### config.mk
export PLATFORM = sky130hd
export DESIGN_NAME = crsf_frame_parser
export DESIGN_NICKNAME = d
export VERILOG_FILES = /design/src/design/crsf_pkg.sv /design/src/design/crsf_crc_unit.sv /design/src/design/crsf_frame_store.sv /design/src/design/crsf_frame_parser.sv
export SDC_FILE = /design/constraint.sdc
export NUM_CORES = 1
export LEC_CHECK = 0
export BUFFER_PORTS_ARGS = -buffer_cell sky130_fd_sc_hd__buf_4
export CAP_MARGIN = 5
export CORE_ASPECT_RATIO = 2
export CORE_MARGIN = 8
export CORE_UTILIZATION = 35
export CTS_CLUSTER_DIAMETER = 100
export DETAILED_ROUTE_END_ITERATION = 10
export SLEW_MARGIN = 10
export SYNTH_ARGS = -nofsm -noshare
export SYNTH_HDL_FRONTEND = slang
export SYNTH_SLANG_ARGS = --single-unit
### constraint.sdc
create_clock -name clk -period 15.63 [get_ports clk]
set_input_delay 0.7815 -clock clk [delete_from_list [all_inputs] [get_ports clk]]
set_output_delay 0.7815 -clock clk [all_outputs]
set_load 0.01 [all_outputs]
### src/design/crsf_pkg.sv
// Shared types and constants for the CRSF receive-side frame parser.
// Used by the parser top level, its CRC unit and the port checker.
// No dependencies.
package crsf_pkg;

    // Frame geometry defaults
    localparam int FRAME_BYTES_DEF     = 64;
    localparam int EXT_PAYLOAD_MAX_DEF = 58;

    // Configuration port
    localparam int APB_AW = 2;
    localparam int APB_DW = 32;
    localparam logic [APB_AW-1:0] REG_OWN_ADDR = 2'd0;
    localparam logic [7:0] OWN_ADDR_RST = 8'd200;

    // Fixed frame start addresses
    localparam logic [7:0] ADDR_BCAST = 8'h00;
    localparam logic [7:0] ADDR_EA    = 8'hEA;
    localparam logic [7:0] ADDR_EC    = 8'hEC;
    localparam logic [7:0] ADDR_EE    = 8'hEE;

    // Frame types
    localparam logic [7:0] TYPE_CHANNELS = 8'h16;
    localparam logic [7:0] TYPE_LINK     = 8'h14;
    localparam logic [7:0] TYPE_EXT_MIN  = 8'h28;

    // Channel frame: 22 payload bytes carry 16 packed 11-bit values
    localparam logic [7:0] CHAN_FRAME_SIZE = 8'd26;
    localparam logic [3:0] CHAN_LAST       = 4'd15;
    localparam logic [4:0] CHAN_BITS       = 5'd11;
    localparam logic [7:0] LINK_MIN_SIZE   = 8'd8;
    localparam logic [7:0] EXT_MIN_SIZE    = 8'd6;

    // Result kinds, carried on tuser
    localparam logic [1:0] KIND_CHAN = 2'd0;
    localparam logic [1:0] KIND_LINK = 2'd1;
    localparam logic [1:0] KIND_EXT  = 2'd2;
    localparam logic [1:0] KIND_ERR  = 2'd3;

    localparam int TDATA_W = 72;

    // Control of the shared CRC unit
    typedef struct packed {
        logic clear;
        logic step;
    } crc_ctrl_t;

    // One result item
    typedef struct packed {
        logic [1:0]        kind;
        logic [3:0]        channel_index;
        logic [10:0]       channel_value;
        logic [7:0]        link_quality;
        logic signed [7:0] snr;
        logic [7:0]        frame_type;
        logic [7:0]        destination;
        logic [7:0]        origin;
        logic [7:0]        payload_byte;
        logic [5:0]        payload_length;
        logic              last;
    } result_t;

endpackage

### src/design/crsf_crc_unit.sv
// CRC-8 DVB-S2 accumulator (polynomial 0xD5, init 0), one byte per step.
// Depends on crsf_pkg for the control struct.
module crsf_crc_unit
    import crsf_pkg::*;
(
    input  logic      clk,
    input  logic      rst_n,
    input  crc_ctrl_t ctrl,
    input  logic [7:0] data,
    output logic [7:0] crc
);

    localparam logic [7:0] POLY = 8'hD5;

    logic [7:0] crc_reg;
    logic [7:0] crc_next;

    function automatic logic [7:0] crc8_byte(input logic [7:0] c, input logic [7:0] d);
        logic [7:0] x;
        x = c ^ d;
        for (int b = 0; b < 8; b++)
        begin
            x = x[7] ? ((x << 1) ^ POLY) : (x << 1);
        end
        return x;
    endfunction

    // next value: clear wins over step
    always_comb
    begin
        crc_next = crc_reg;
        if (ctrl.clear)
        begin
            crc_next = 8'h00;
        end
        else if (ctrl.step)
        begin
            crc_next = crc8_byte(crc_reg, data);
        end
    end

    always_ff @(posedge clk or negedge rst_n)
    begin
        if (!rst_n)
        begin
            crc_reg <= 8'h00;
        end
        else
        begin
            crc_reg <= crc_next;
        end
    end

    assign crc = crc_reg;

endmodule

### src/design/crsf_frame_store.sv
// Frame buffer: one write port, one read port with registered read data.
// No package dependencies; depth handed down from the top level.
module crsf_frame_store #(
    parameter int DEPTH = 64,
    parameter int AW    = $clog2(DEPTH)
) (
    input  logic          clk,
    input  logic          wr_en,
    input  logic [AW-1:0] wr_addr,
    input  logic [7:0]    wr_data,
    input  logic          rd_en,
    input  logic [AW-1:0] rd_addr,
    output logic [7:0]    rd_data
);

    logic [7:0] mem [DEPTH];
    logic [7:0] rd_data_reg;

    // write port
    always_ff @(posedge clk)
    begin
        if (wr_en)
        begin
            mem[wr_addr] <= wr_data;
        end
    end

    // read port, data valid the cycle after rd_en
    always_ff @(posedge clk)
    begin
        if (rd_en)
        begin
            rd_data_reg <= mem[rd_addr];
        end
    end

    assign rd_data = rd_data_reg;

endmodule

### src/design/crsf_frame_parser.sv
// CRSF frame parser. Bytes are taken one per cycle while hunting/buffering.
// After the closing byte, a CRC pass reads the buffer one byte a cycle.
// Channel frame: 16 results from 22 buffer reads; extended frame: one result per payload byte read;
// link or CRC error: 1 result. Input is held off meanwhile.
// Async active-low reset: hunt for address, own_address = 200; buffer contents are not cleared.
module crsf_frame_parser
    import crsf_pkg::*;
#(
    parameter int FRAME_BYTES     = FRAME_BYTES_DEF,
    parameter int EXT_PAYLOAD_MAX = EXT_PAYLOAD_MAX_DEF
) (
    input  logic              clk,
    input  logic              rst_n,
    // configuration
    input  logic              psel,
    input  logic              penable,
    input  logic              pwrite,
    input  logic [APB_AW-1:0] paddr,
    input  logic [APB_DW-1:0] pwdata,
    output logic [APB_DW-1:0] prdata,
    output logic              pready,
    // received bytes
    input  logic              s_axis_tvalid,
    output logic              s_axis_tready,
    input  logic [7:0]        s_axis_tdata,   // [7:0] rx_byte
    // results
    output logic              m_axis_tvalid,
    input  logic              m_axis_tready,
    // [3:0] channel_index, [14:4] channel_value, [22:15] link_quality, [30:23] snr,
    // [38:31] frame_type, [46:39] destination, [54:47] origin, [62:55] payload_byte,
    // [68:63] payload_length, [71:69] zero
    output logic [TDATA_W-1:0] m_axis_tdata,
    output logic [1:0]        m_axis_tuser,   // [1:0] kind
    output logic              m_axis_tlast
);

    localparam int PW = $clog2(FRAME_BYTES + 1);
    localparam int AW = $clog2(FRAME_BYTES);
    localparam logic [7:0]    LEN_MAX  = 8'(FRAME_BYTES - 2);
    localparam logic [PW-1:0] POS_END  = PW'(FRAME_BYTES);
    localparam logic [PW-1:0] POS_TYPE = PW'(2);
    localparam logic [PW-1:0] POS_DEST = PW'(3);
    localparam logic [PW-1:0] POS_ORIG = PW'(4);
    localparam logic [PW-1:0] POS_LQ   = PW'(5);
    localparam logic [PW-1:0] POS_SNR  = PW'(6);
    localparam logic [7:0]    EXT_MAX  = 8'(EXT_PAYLOAD_MAX);

    // sequencer states
    localparam logic [2:0] ST_RX  = 3'd0;
    localparam logic [2:0] ST_CRC = 3'd1;
    localparam logic [2:0] ST_ONE = 3'd2;
    localparam logic [2:0] ST_CH  = 3'd3;
    localparam logic [2:0] ST_EXT = 3'd4;

    logic [2:0]    state_reg, state_next;
    logic [PW-1:0] pos_reg, pos_next;
    logic [PW-1:0] size_reg, size_next;
    logic [PW-1:0] chk_reg, chk_next;
    logic          issued_reg, issued_next;
    logic          rd_pend_reg, rd_pend_next;
    logic          byte_rdy_reg, byte_rdy_next;
    logic          one_err_reg, one_err_next;
    logic [7:0]    type_reg, type_next;
    logic [7:0]    dest_reg, dest_next;
    logic [7:0]    orig_reg, orig_next;
    logic [7:0]    lq_reg, lq_next;
    logic [7:0]    snr_reg, snr_next;
    logic [17:0]   acc_reg, acc_next;
    logic [4:0]    have_reg, have_next;
    logic [3:0]    ch_idx_reg, ch_idx_next;
    logic [5:0]    ext_len_reg, ext_len_next;
    logic [5:0]    ext_cnt_reg, ext_cnt_next;
    logic          out_valid_reg, out_valid_next;
    result_t       res_reg, res_next;
    logic [7:0]    own_addr_reg, own_addr_next;

    logic          mem_we;
    logic          mem_re;
    logic [AW-1:0] mem_raddr;
    logic [7:0]    mem_rdata;
    crc_ctrl_t     crc_ctrl;
    logic [7:0]    crc_val;

    logic          out_free;
    logic [PW-1:0] size_m1;
    logic [7:0]    size8;
    logic [7:0]    ext_raw;
    logic          rx_is_addr;
    logic          ext_last;

    function automatic logic is_addr(input logic [7:0] v, input logic [7:0] own);
        return (v == own) || (v == ADDR_BCAST) || (v == ADDR_EA) ||
               (v == ADDR_EC) || (v == ADDR_EE);
    endfunction

    // configuration register
    assign pready = 1'b1;
    assign prdata = (paddr == REG_OWN_ADDR) ? {24'h000000, own_addr_reg} : '0;

    always_comb
    begin
        own_addr_next = own_addr_reg;
        if (psel && penable && pwrite && (paddr == REG_OWN_ADDR))
        begin
            own_addr_next = pwdata[7:0];
        end
    end

    // buffer and CRC unit
    crsf_frame_store #(
        .DEPTH (FRAME_BYTES),
        .AW    (AW)
    ) u_store (
        .clk     (clk),
        .wr_en   (mem_we),
        .wr_addr (pos_reg[AW-1:0]),
        .wr_data (s_axis_tdata),
        .rd_en   (mem_re),
        .rd_addr (mem_raddr),
        .rd_data (mem_rdata)
    );

    crsf_crc_unit u_crc (
        .clk   (clk),
        .rst_n (rst_n),
        .ctrl  (crc_ctrl),
        .data  (mem_rdata),
        .crc   (crc_val)
    );

    assign out_free   = !out_valid_reg || m_axis_tready;
    assign size_m1    = size_reg - PW'(1);
    assign size8      = 8'(size_reg);
    assign ext_raw    = size8 - EXT_MIN_SIZE;
    assign rx_is_addr = is_addr(s_axis_tdata, own_addr_reg);
    assign ext_last   = (ext_cnt_reg == (ext_len_reg - 6'd1));
    assign mem_raddr  = pos_reg[AW-1:0];
    assign s_axis_tready = (state_reg == ST_RX);

    // sequencer
    always_comb
    begin
        state_next    = state_reg;
        pos_next      = pos_reg;
        size_next     = size_reg;
        chk_next      = chk_reg;
        issued_next   = issued_reg;
        rd_pend_next  = 1'b0;
        byte_rdy_next = byte_rdy_reg;
        one_err_next  = one_err_reg;
        type_next     = type_reg;
        dest_next     = dest_reg;
        orig_next     = orig_reg;
        lq_next       = lq_reg;
        snr_next      = snr_reg;
        acc_next      = acc_reg;
        have_next     = have_reg;
        ch_idx_next   = ch_idx_reg;
        ext_len_next  = ext_len_reg;
        ext_cnt_next  = ext_cnt_reg;
        out_valid_next = out_valid_reg && !m_axis_tready;
        res_next      = res_reg;
        mem_we        = 1'b0;
        mem_re        = 1'b0;
        crc_ctrl      = '0;

        unique case (state_reg)
            ST_RX:
            begin
                if (s_axis_tvalid)
                begin
                    if (pos_reg == '0)
                    begin
                        // hunting for a frame start
                        if (rx_is_addr)
                        begin
                            pos_next  = PW'(1);
                            size_next = '0;
                        end
                    end
                    else if (pos_reg == PW'(1))
                    begin
                        // length byte
                        if ((s_axis_tdata < 8'd2) || (s_axis_tdata > LEN_MAX))
                        begin
                            pos_next  = rx_is_addr ? PW'(1) : '0;
                            size_next = '0;
                        end
                        else
                        begin
                            pos_next  = PW'(2);
                            size_next = PW'(s_axis_tdata) + PW'(2);
                        end
                    end
                    else if (pos_reg >= POS_END)
                    begin
                        pos_next  = '0;
                        size_next = '0;
                    end
                    else
                    begin
                        mem_we   = 1'b1;
                        pos_next = pos_reg + PW'(1);
                        if ((size_reg != '0) && ((pos_reg + PW'(1)) >= size_reg))
                        begin
                            // frame complete: start the CRC pass
                            state_next    = ST_CRC;
                            pos_next      = POS_TYPE;
                            issued_next   = 1'b0;
                            crc_ctrl.clear = 1'b1;
                        end
                    end
                end
            end

            ST_CRC:
            begin
                // issue reads of positions 2 .. size-1
                if (!issued_reg)
                begin
                    mem_re       = 1'b1;
                    chk_next     = pos_reg;
                    pos_next     = pos_reg + PW'(1);
                    rd_pend_next = 1'b1;
                    if (pos_reg == size_m1)
                    begin
                        issued_next = 1'b1;
                    end
                end
                // consume read data in the cycle after the read
                if (rd_pend_reg)
                begin
                    if (chk_reg == size_m1)
                    begin
                        rd_pend_next = 1'b0;
                        if (crc_val != mem_rdata)
                        begin
                            state_next   = ST_ONE;
                            one_err_next = 1'b1;
                        end
                        else if (type_reg == TYPE_CHANNELS)
                        begin
                            if (size8 == CHAN_FRAME_SIZE)
                            begin
                                state_next  = ST_CH;
                                pos_next    = POS_DEST;
                                acc_next    = '0;
                                have_next   = '0;
                                ch_idx_next = '0;
                            end
                            else
                            begin
                                state_next = ST_RX;
                                pos_next   = '0;
                                size_next  = '0;
                            end
                        end
                        else if ((type_reg == TYPE_LINK) && (size8 >= LINK_MIN_SIZE))
                        begin
                            state_next   = ST_ONE;
                            one_err_next = 1'b0;
                        end
                        else if ((type_reg >= TYPE_EXT_MIN) && (size8 >= EXT_MIN_SIZE))
                        begin
                            state_next    = ST_EXT;
                            pos_next      = POS_LQ;
                            ext_cnt_next  = '0;
                            byte_rdy_next = 1'b0;
                            ext_len_next  = (ext_raw > EXT_MAX) ? EXT_MAX[5:0] : ext_raw[5:0];
                        end
                        else
                        begin
                            state_next = ST_RX;
                            pos_next   = '0;
                            size_next  = '0;
                        end
                    end
                    else
                    begin
                        crc_ctrl.step = 1'b1;
                        if (chk_reg == POS_TYPE) type_next = mem_rdata;
                        if (chk_reg == POS_DEST) dest_next = mem_rdata;
                        if (chk_reg == POS_ORIG) orig_next = mem_rdata;
                        if (chk_reg == POS_LQ)   lq_next   = mem_rdata;
                        if (chk_reg == POS_SNR)  snr_next  = mem_rdata;
                    end
                end
            end

            ST_ONE:
            begin
                // CRC error or link statistics: single result
                if (out_free)
                begin
                    out_valid_next = 1'b1;
                    res_next       = '0;
                    res_next.last  = 1'b1;
                    if (one_err_reg)
                    begin
                        res_next.kind = KIND_ERR;
                    end
                    else
                    begin
                        res_next.kind         = KIND_LINK;
                        res_next.link_quality = lq_reg;
                        res_next.snr          = snr_reg;
                    end
                    state_next = ST_RX;
                    pos_next   = '0;
                    size_next  = '0;
                end
            end

            ST_CH:
            begin
                // unpack 11-bit channels, LSB first, one byte read at a time
                if (rd_pend_reg)
                begin
                    acc_next  = acc_reg | (18'(mem_rdata) << have_reg);
                    have_next = have_reg + 5'd8;
                end
                else if (have_reg < CHAN_BITS)
                begin
                    mem_re       = 1'b1;
                    pos_next     = pos_reg + PW'(1);
                    rd_pend_next = 1'b1;
                end
                else if (out_free)
                begin
                    out_valid_next         = 1'b1;
                    res_next               = '0;
                    res_next.kind          = KIND_CHAN;
                    res_next.channel_index = ch_idx_reg;
                    res_next.channel_value = acc_reg[10:0];
                    res_next.last          = (ch_idx_reg == CHAN_LAST);
                    acc_next    = acc_reg >> CHAN_BITS;
                    have_next   = have_reg - CHAN_BITS;
                    ch_idx_next = ch_idx_reg + 4'd1;
                    if (ch_idx_reg == CHAN_LAST)
                    begin
                        state_next = ST_RX;
                        pos_next   = '0;
                        size_next  = '0;
                    end
                end
            end

            ST_EXT:
            begin
                // one result per extended payload byte, or one empty result
                if (ext_len_reg == '0)
                begin
                    if (out_free)
                    begin
                        out_valid_next      = 1'b1;
                        res_next            = '0;
                        res_next.kind       = KIND_EXT;
                        res_next.frame_type = type_reg;
                        res_next.destination = dest_reg;
                        res_next.origin     = orig_reg;
                        res_next.last       = 1'b1;
                        state_next = ST_RX;
                        pos_next   = '0;
                        size_next  = '0;
                    end
                end
                else if (rd_pend_reg)
                begin
                    byte_rdy_next = 1'b1;
                end
                else if (byte_rdy_reg)
                begin
                    if (out_free)
                    begin
                        out_valid_next          = 1'b1;
                        res_next                = '0;
                        res_next.kind           = KIND_EXT;
                        res_next.frame_type     = type_reg;
                        res_next.destination    = dest_reg;
                        res_next.origin         = orig_reg;
                        res_next.payload_byte   = mem_rdata;
                        res_next.payload_length = ext_len_reg;
                        res_next.last           = ext_last;
                        byte_rdy_next = 1'b0;
                        ext_cnt_next  = ext_cnt_reg + 6'd1;
                        if (ext_last)
                        begin
                            state_next = ST_RX;
                            pos_next   = '0;
                            size_next  = '0;
                        end
                    end
                end
                else
                begin
                    mem_re       = 1'b1;
                    pos_next     = pos_reg + PW'(1);
                    rd_pend_next = 1'b1;
                end
            end

            default:
            begin
                state_next = ST_RX;
                pos_next   = '0;
                size_next  = '0;
            end
        endcase
    end

    // control registers
    always_ff @(posedge clk or negedge rst_n)
    begin
        if (!rst_n)
        begin
            state_reg     <= ST_RX;
            pos_reg       <= '0;
            size_reg      <= '0;
            issued_reg    <= 1'b0;
            rd_pend_reg   <= 1'b0;
            byte_rdy_reg  <= 1'b0;
            out_valid_reg <= 1'b0;
            own_addr_reg  <= OWN_ADDR_RST;
        end
        else
        begin
            state_reg     <= state_next;
            pos_reg       <= pos_next;
            size_reg      <= size_next;
            issued_reg    <= issued_next;
            rd_pend_reg   <= rd_pend_next;
            byte_rdy_reg  <= byte_rdy_next;
            out_valid_reg <= out_valid_next;
            own_addr_reg  <= own_addr_next;
        end
    end

    // datapath registers
    always_ff @(posedge clk)
    begin
        chk_reg     <= chk_next;
        one_err_reg <= one_err_next;
        type_reg    <= type_next;
        dest_reg    <= dest_next;
        orig_reg    <= orig_next;
        lq_reg      <= lq_next;
        snr_reg     <= snr_next;
        acc_reg     <= acc_next;
        have_reg    <= have_next;
        ch_idx_reg  <= ch_idx_next;
        ext_len_reg <= ext_len_next;
        ext_cnt_reg <= ext_cnt_next;
        res_reg     <= res_next;
    end

    // result channel
    assign m_axis_tvalid = out_valid_reg;
    assign m_axis_tuser  = res_reg.kind;
    assign m_axis_tlast  = res_reg.last;
    assign m_axis_tdata  = {3'b000, res_reg.payload_length, res_reg.payload_byte,
                            res_reg.origin, res_reg.destination, res_reg.frame_type,
                            res_reg.snr, res_reg.link_quality, res_reg.channel_value,
                            res_reg.channel_index};

endmodule

==> impl_metrics.yaml, run 1 <==
outcome:
  run_status: "finished clean"
floorplan:
  io_pins: 159
  die_y_um: 425
  coreArea_um2: 83100
  num_rows: 150
  die-area_um2: 93600
  initial_core_util: 0.352
  fp.dieW_um: 220
logic_synthesis:
  synth_top_family_by_area: "compound AO/OA/AOI/OAI gates"
  ys_warn_count: 0
  synth-simple-area-share: 0.0771
  syn_area_um2: 29200
  synth-compound-area-share: 0.125
  synth_edf_count: 679
  synth_commonest_cells: "679 x edfxtp_1, 214 x a22oi_1, 137 x nor2_1"
  synth_mux_area_frac: 0.00817
  yosysMostFrequentCell: "edfxtp_1"
  yosys_most_used_dff: "edfxtp_1"
  synth-seq-cells: 716
  syn_avg_cell_area_um2: 15.1
  ys_types: 80
  ys_seq_area_frac: 0.729
  synth_top_area_cell: "edfxtp_1"
  yosysTopAreaCellShare: 0.697
  synthCells: 1943
  async_reset_ff_frac: 0.0517
  synth-adder-area-share: 0.00984
  yosys-top-cells-area: "edfxtp_1 70%, a22oi_1 5.5%, dfrtp_1 2.9%, nor2_1 1.8%, and2_1 1.6%"
  yosys.area_share.xor_xnor: 0.0252
place:
  numPortBuffers: 106
  place_hpwl_um: 45100
  gp_congestion: 0.876
  dpl.cell_count: 3025
sta:
  fin_tns_setup_ns: 0
  worstMarginPinSlew_ns: 1.13
  setup_violations: 0
  rsz0062_at_grt: "false"
  post-route-min-period_ns: 4.13
  skew_ns: 0.0293
  slew_headroom: 0.248
  slew_violations: 0
  finalCritPeriodShare: 0.264
  timing.fmax_ghz: 0.242
  finalHoldViolations: 0
layout:
  drive_gt1_frac: 0.136
  synthToLayoutAreaGrowth_pct: 13.8
  nNetsFinal: 2104
  fillCellCount: 7626
  largest_reg_flops: 512
  instances_no_fill: 3146
  multiInputGateArea_um2: 7320
  regArea_um2: 21300
  antenna_cells: 0
drt:
  vias: 17495
  first_pass_iters: 5
  post-route-drc-count: 0
  drt-initial-drc-count: 2091
  drtAntennaViolNets: 0
  post_drt_wl_per_cell_um: 23.5
  via_per_inst: 5.56
  drt-total-wl_um: 74000
grt:
  grt_pass1_vias: 17287
  grt_remaining_overflow: 0
  antenna_found_initial: 1
  grt_pass1_wl_um: 110000
  grt_max_degree: 73
  grt_usage: 0.155
setup_path:
  cp-end-kind: "flip-flop"
  crit_type: "flip-flop to flip-flop"
  critical_path_required_ns: 15.85
  critPathArrivalTime_ns: 4.35
  path_max_fanout: 39
  crit_path_start_kind: "flip-flop"
cts:
  h-tree-depth: 3
  tritoncts: "done"
  insertion_delay_ns: 0.62
  cts.sinks: 716
  cts-root-buf: "clkbuf_16"
  cts_setup_buffers: 0
  ctsHoldBuffers: 0
  cts-buffers-inserted: 69
  post_cts_resized: 0
  cts_max_path_buffers: 3
  clk_pin_slew_ns: 0.07
power:
  power-per-cell-area_nw_per_um2: 155
  leakagePower_uw: 0.0107
  ir_worst_vdd_mv: 0.0867
worst_hold_path:
  hold_class: "primary input to async pin"
flow_run:
  drv_cap: 0
## metal layers
layer | wire length, um | share of wire | GRT usage
met1 | 32500 | 0.44 | 0.218
met5 | 0 | 0 | 0
met2 | 35100 | 0.47 | 0.247
met3 | 4860 | 0.066 | 0.0220
met4 | 1600 | 0.022 | 0.0465
## cells by family (layout without fill, tap and decap cells)
family	count (synthesis)	count (layout)
flops	716	716
compound gates	495	495
simple gates	431	431
buf+inv	170	283
xor+xnor	84	84
fa+ha+maj	23	23
mux	22	22
other cells	2	28
## cell usage in the layout, fill, tap and decap left out, types with 14 or more instances in the layout
master,instances
a31oi_1,32
nor2_1,137
o21ai_0,34
nor3_1,15
and2_1,77
a22o_1,30
conb_1,28
edfxtp_1,679
nand2_1,69
nand3_1,23
buf_4,137
nor4_1,21
ha_1,23
nand4_1,14
xor2_1,33
a41oi_1,36
a21oi_1,43
a22oi_1,214
and3_1,16
clkinv_1,14
mux2_2,15
a221oi_1,26
xnor2_1,51
clkbuf_16,69
dfrtp_1,34
inv_1,25
## critical path, cell delays in order (launching register included)
cell and delay, ns:
dfrtp_1 0.74, inv_1 0.30, nor3_2 0.23, buf_4 0.43, buf_4 0.58, nand2_1 0.49
nor2_1 0.95
## metrics by stage
stage	hold slack, ns	power [uW]	util	area [um^2]	setup WS, ns
floorplan	0.420	3250	-	29300	8.55
global placement	0.503	3570	0.374	31100	11.43
detailed placement	0.507	3580	0.374	31100	11.40
CTS	0.143	5190	0.400	33300	11.37
global route	0.165	5390	0.400	33300	11.29
finish	0.130	5160	0.400	33300	11.50
## report_power, final
group	switching, uW	internal [uW]
Clock	714	908
Sequential	107	2250
Combinational	731	452
Total	1550	3610
## layout make-up
cell class / instances / area share
Clock buffer: 80 / 0.0534
Clock inverter: 41 / 0.0122
Inverter: 25 / 0.00282
Multi-Input combinational cell: 1083 / 0.220
Sequential cell: 716 / 0.641
Tap cell: 1064 / 0.0400
Timing Repair Buffer: 137 / 0.0309
## final timing paths
kind | startpoint | endpoint | slack, ns | cells after the start
worst max-delay path | pos_reg[0] | u_store.mem[25][5] | 11.50 | 6
worst min-delay path | rst_n | own_addr_reg[4] | 0.13 | 1
worst max register to register | pos_reg[0] | u_store.mem[25][5] | 11.50 | 6
worst min register to register | lq_reg[3] | m_axis_tdata[18] | 0.52 | 1
max in group asynchronous | rst_n | state_reg[1] | 15.10 | 1
min in group clk | pwdata[4] | own_addr_reg[4] | 0.39 | 2
Power figures use the tool's default switching activity.
==> run 2: changes to the inputs <==
==> constraint.sdc (replaced) <==
create_clock -name clk -period 4.3 [get_ports clk]
set_input_delay 0.215 -clock clk [delete_from_list [all_inputs] [get_ports clk]]
set_output_delay 0.215 -clock clk [all_outputs]
set_load 0.01 [all_outputs]
==> run 2 against run 1 <==
First-iteration DRC count shrank 5.1%. Utilization increased by 0.97 points. Via count up 2.5%. Hold slack worse by 0.085 ns. Non-clock buffer count rose by 111. Sequential share of layout area shrank 1.5 points. Combinational power increased to 4.5 times the previous value. Clock skew decreased by 0.0049 ns. Clock power rose to 3.5 times the previous value.
==> impl_metrics.yaml, run 2 (synthesis gave the netlist of run 1 again) <==
cts:
  ctsHoldBuffers: 12
  tritoncts: "done"
  post_cts_resized: 0
  cts_setup_buffers: 0
  cts_max_path_buffers: 3
  insertion_delay_ns: 0.61
  cts.sinks: 716
  clk_pin_slew_ns: 0.07
  cts-buffers-inserted: 67
  h-tree-depth: 3
  cts-root-buf: "clkbuf_16"
layout:
  antenna_cells: 0
  synthToLayoutAreaGrowth_pct: 16.5
  final_cell_mix: "679 x edfxtp_1, 231 x buf_4, 214 x a22oi_1"
  nNetsFinal: 2213
  largest_reg_flops: 512
  final_common_cell: "edfxtp_1"
  drive_gt1_frac: 0.172
grt:
  grt_pass1_vias: 17861
  grt_remaining_overflow: 0
  antenna_found_initial: 0
  grt_usage: 0.162
  grt_max_degree: 69
  grt_pass1_wl_um: 115000
power:
  p_sw_uw: 6160
  p_seq_frac: 0.436
  swShare: 0.317
  power-per-cell-area_nw_per_um2: 571
  ir_worst_vdd_mv: 0.399
  combPwrFrac: 0.274
  power.total_uw: 19500
  p_int_uw: 13300
  leakagePower_uw: 0.0112
  clkPwrFrac: 0.290
floorplan:
  fp.dieW_um: 220
  initial_core_util: 0.352
  die_y_um: 425
  die-area_um2: 93600
  coreArea_um2: 83100
  num_rows: 150
  io_pins: 159
drt:
  post_drt_wl_per_cell_um: 23.5
  first_pass_iters: 7
  via_per_inst: 5.51
  post-route-drc-count: 0
  drt-initial-drc-count: 1984
  drt-total-wl_um: 76700
  vias: 17931
  drtAntennaViolNets: 0
sta:
  post-route-min-period_ns: 3.40
  rsz0062_at_grt: "false"
  setup_violations: 0
  finalHoldViolations: 0
  worstMarginPinSlew_ns: 1.03
  fin_tns_setup_ns: 0
  skew_ns: 0.0244
  finalCritPeriodShare: 0.792
  slew_headroom: 0.309
  timing.fmax_ghz: 0.294
  slew_violations: 0
worst_hold_path:
  hold_class: "primary input to flip-flop"
  hold_start: "s_axis_tdata[4]"
setup_path:
  path_cells: "inv_1, ha_1, nor3b_4, mux2i_1, a22oi_1, a211o_1, or3_4, a21oi_1"
  crit_path_start_kind: "flip-flop"
  path_max_fanout: 7
  slowest_delay_ns: 0.55
  slowest_stage: "a21oi_1"
  critical_path_required_ns: 4.54
  cp-end-kind: "flip-flop"
  r2r_start: "size_reg[1]"
  crit_type: "flip-flop to flip-flop"
  critPathArrivalTime_ns: 3.64
  startpoint: "size_reg[1]"
outcome:
  run_status: "finished clean"
flow_run:
  drv_cap: 0
place:
  numPortBuffers: 106
  gp_congestion: 0.892
  place_hpwl_um: 48700
## run 2: worst max-delay path, delay by kind of cell (launching register included)
kind | cells | cell delay [ns]
adder cells (fa/ha/maj) | 1 | 0.32
AO/OA/AOI/OAI | 3 | 1.05
buffers and inverters | 1 | 0.23
AND/OR/NAND/NOR | 2 | 0.76
flip-flops | 1 | 0.45
multiplexers | 1 | 0.22
## run 2: final cells by class
cell class	instances	area [um^2]
fillers	7534	49100
flip-flops and latches	716	21300
multi-input cells	1083	7320
repair buffers	248	1950
clock buffers	92	1840
well taps	1064	1330
clock inverters	29	223
inverters	25	93.8
## run 2: final timing paths
kind	end	slack, ns	cells after the start
worst max-delay path	ext_cnt_reg[1]	0.90	8
worst min-delay path	u_store.mem[14][4]	0.05	1
worst max register to register	ext_cnt_reg[1]	0.90	8
worst min register to register	m_axis_tdata[15]	0.51	1
max in group asynchronous	u_crc.crc[3]	3.74	2
min in group asynchronous	own_addr_reg[4]	0.15	2
## run 2: routing by layer
layer	GRT usage	part of all wire
met4	0.0586	0.030
met3	0.0239	0.067
met2	0.254	0.47
met1	0.226	0.43
met5	0	0
## run 2: per-stage QoR
stage,setup slack [ns],cell area [um^2],util,instances,hold WS (ns)
after floorplan,0.670,29400,-,1969,-0.0806
after global placement,0.964,31900,0.384,3124,0.240
after detailed placement,0.939,31900,0.384,3124,0.244
after CTS,0.930,34100,0.410,3257,0.0167
after global routing,0.722,34100,0.410,3257,0.0283
final,0.896,34100,0.410,3257,0.0455
## run 2: power groups by stage
stage | combinational, uW | sequential, uW | clock [uW]
global route | 5770 | 8530 | 5990
floorplan | 3130 | 8640 | 0
detailed placement | 5300 | 8630 | 0
CTS | 5340 | 8490 | 5750
global placement | 5290 | 8620 | 0
finish | 5340 | 8480 | 5640
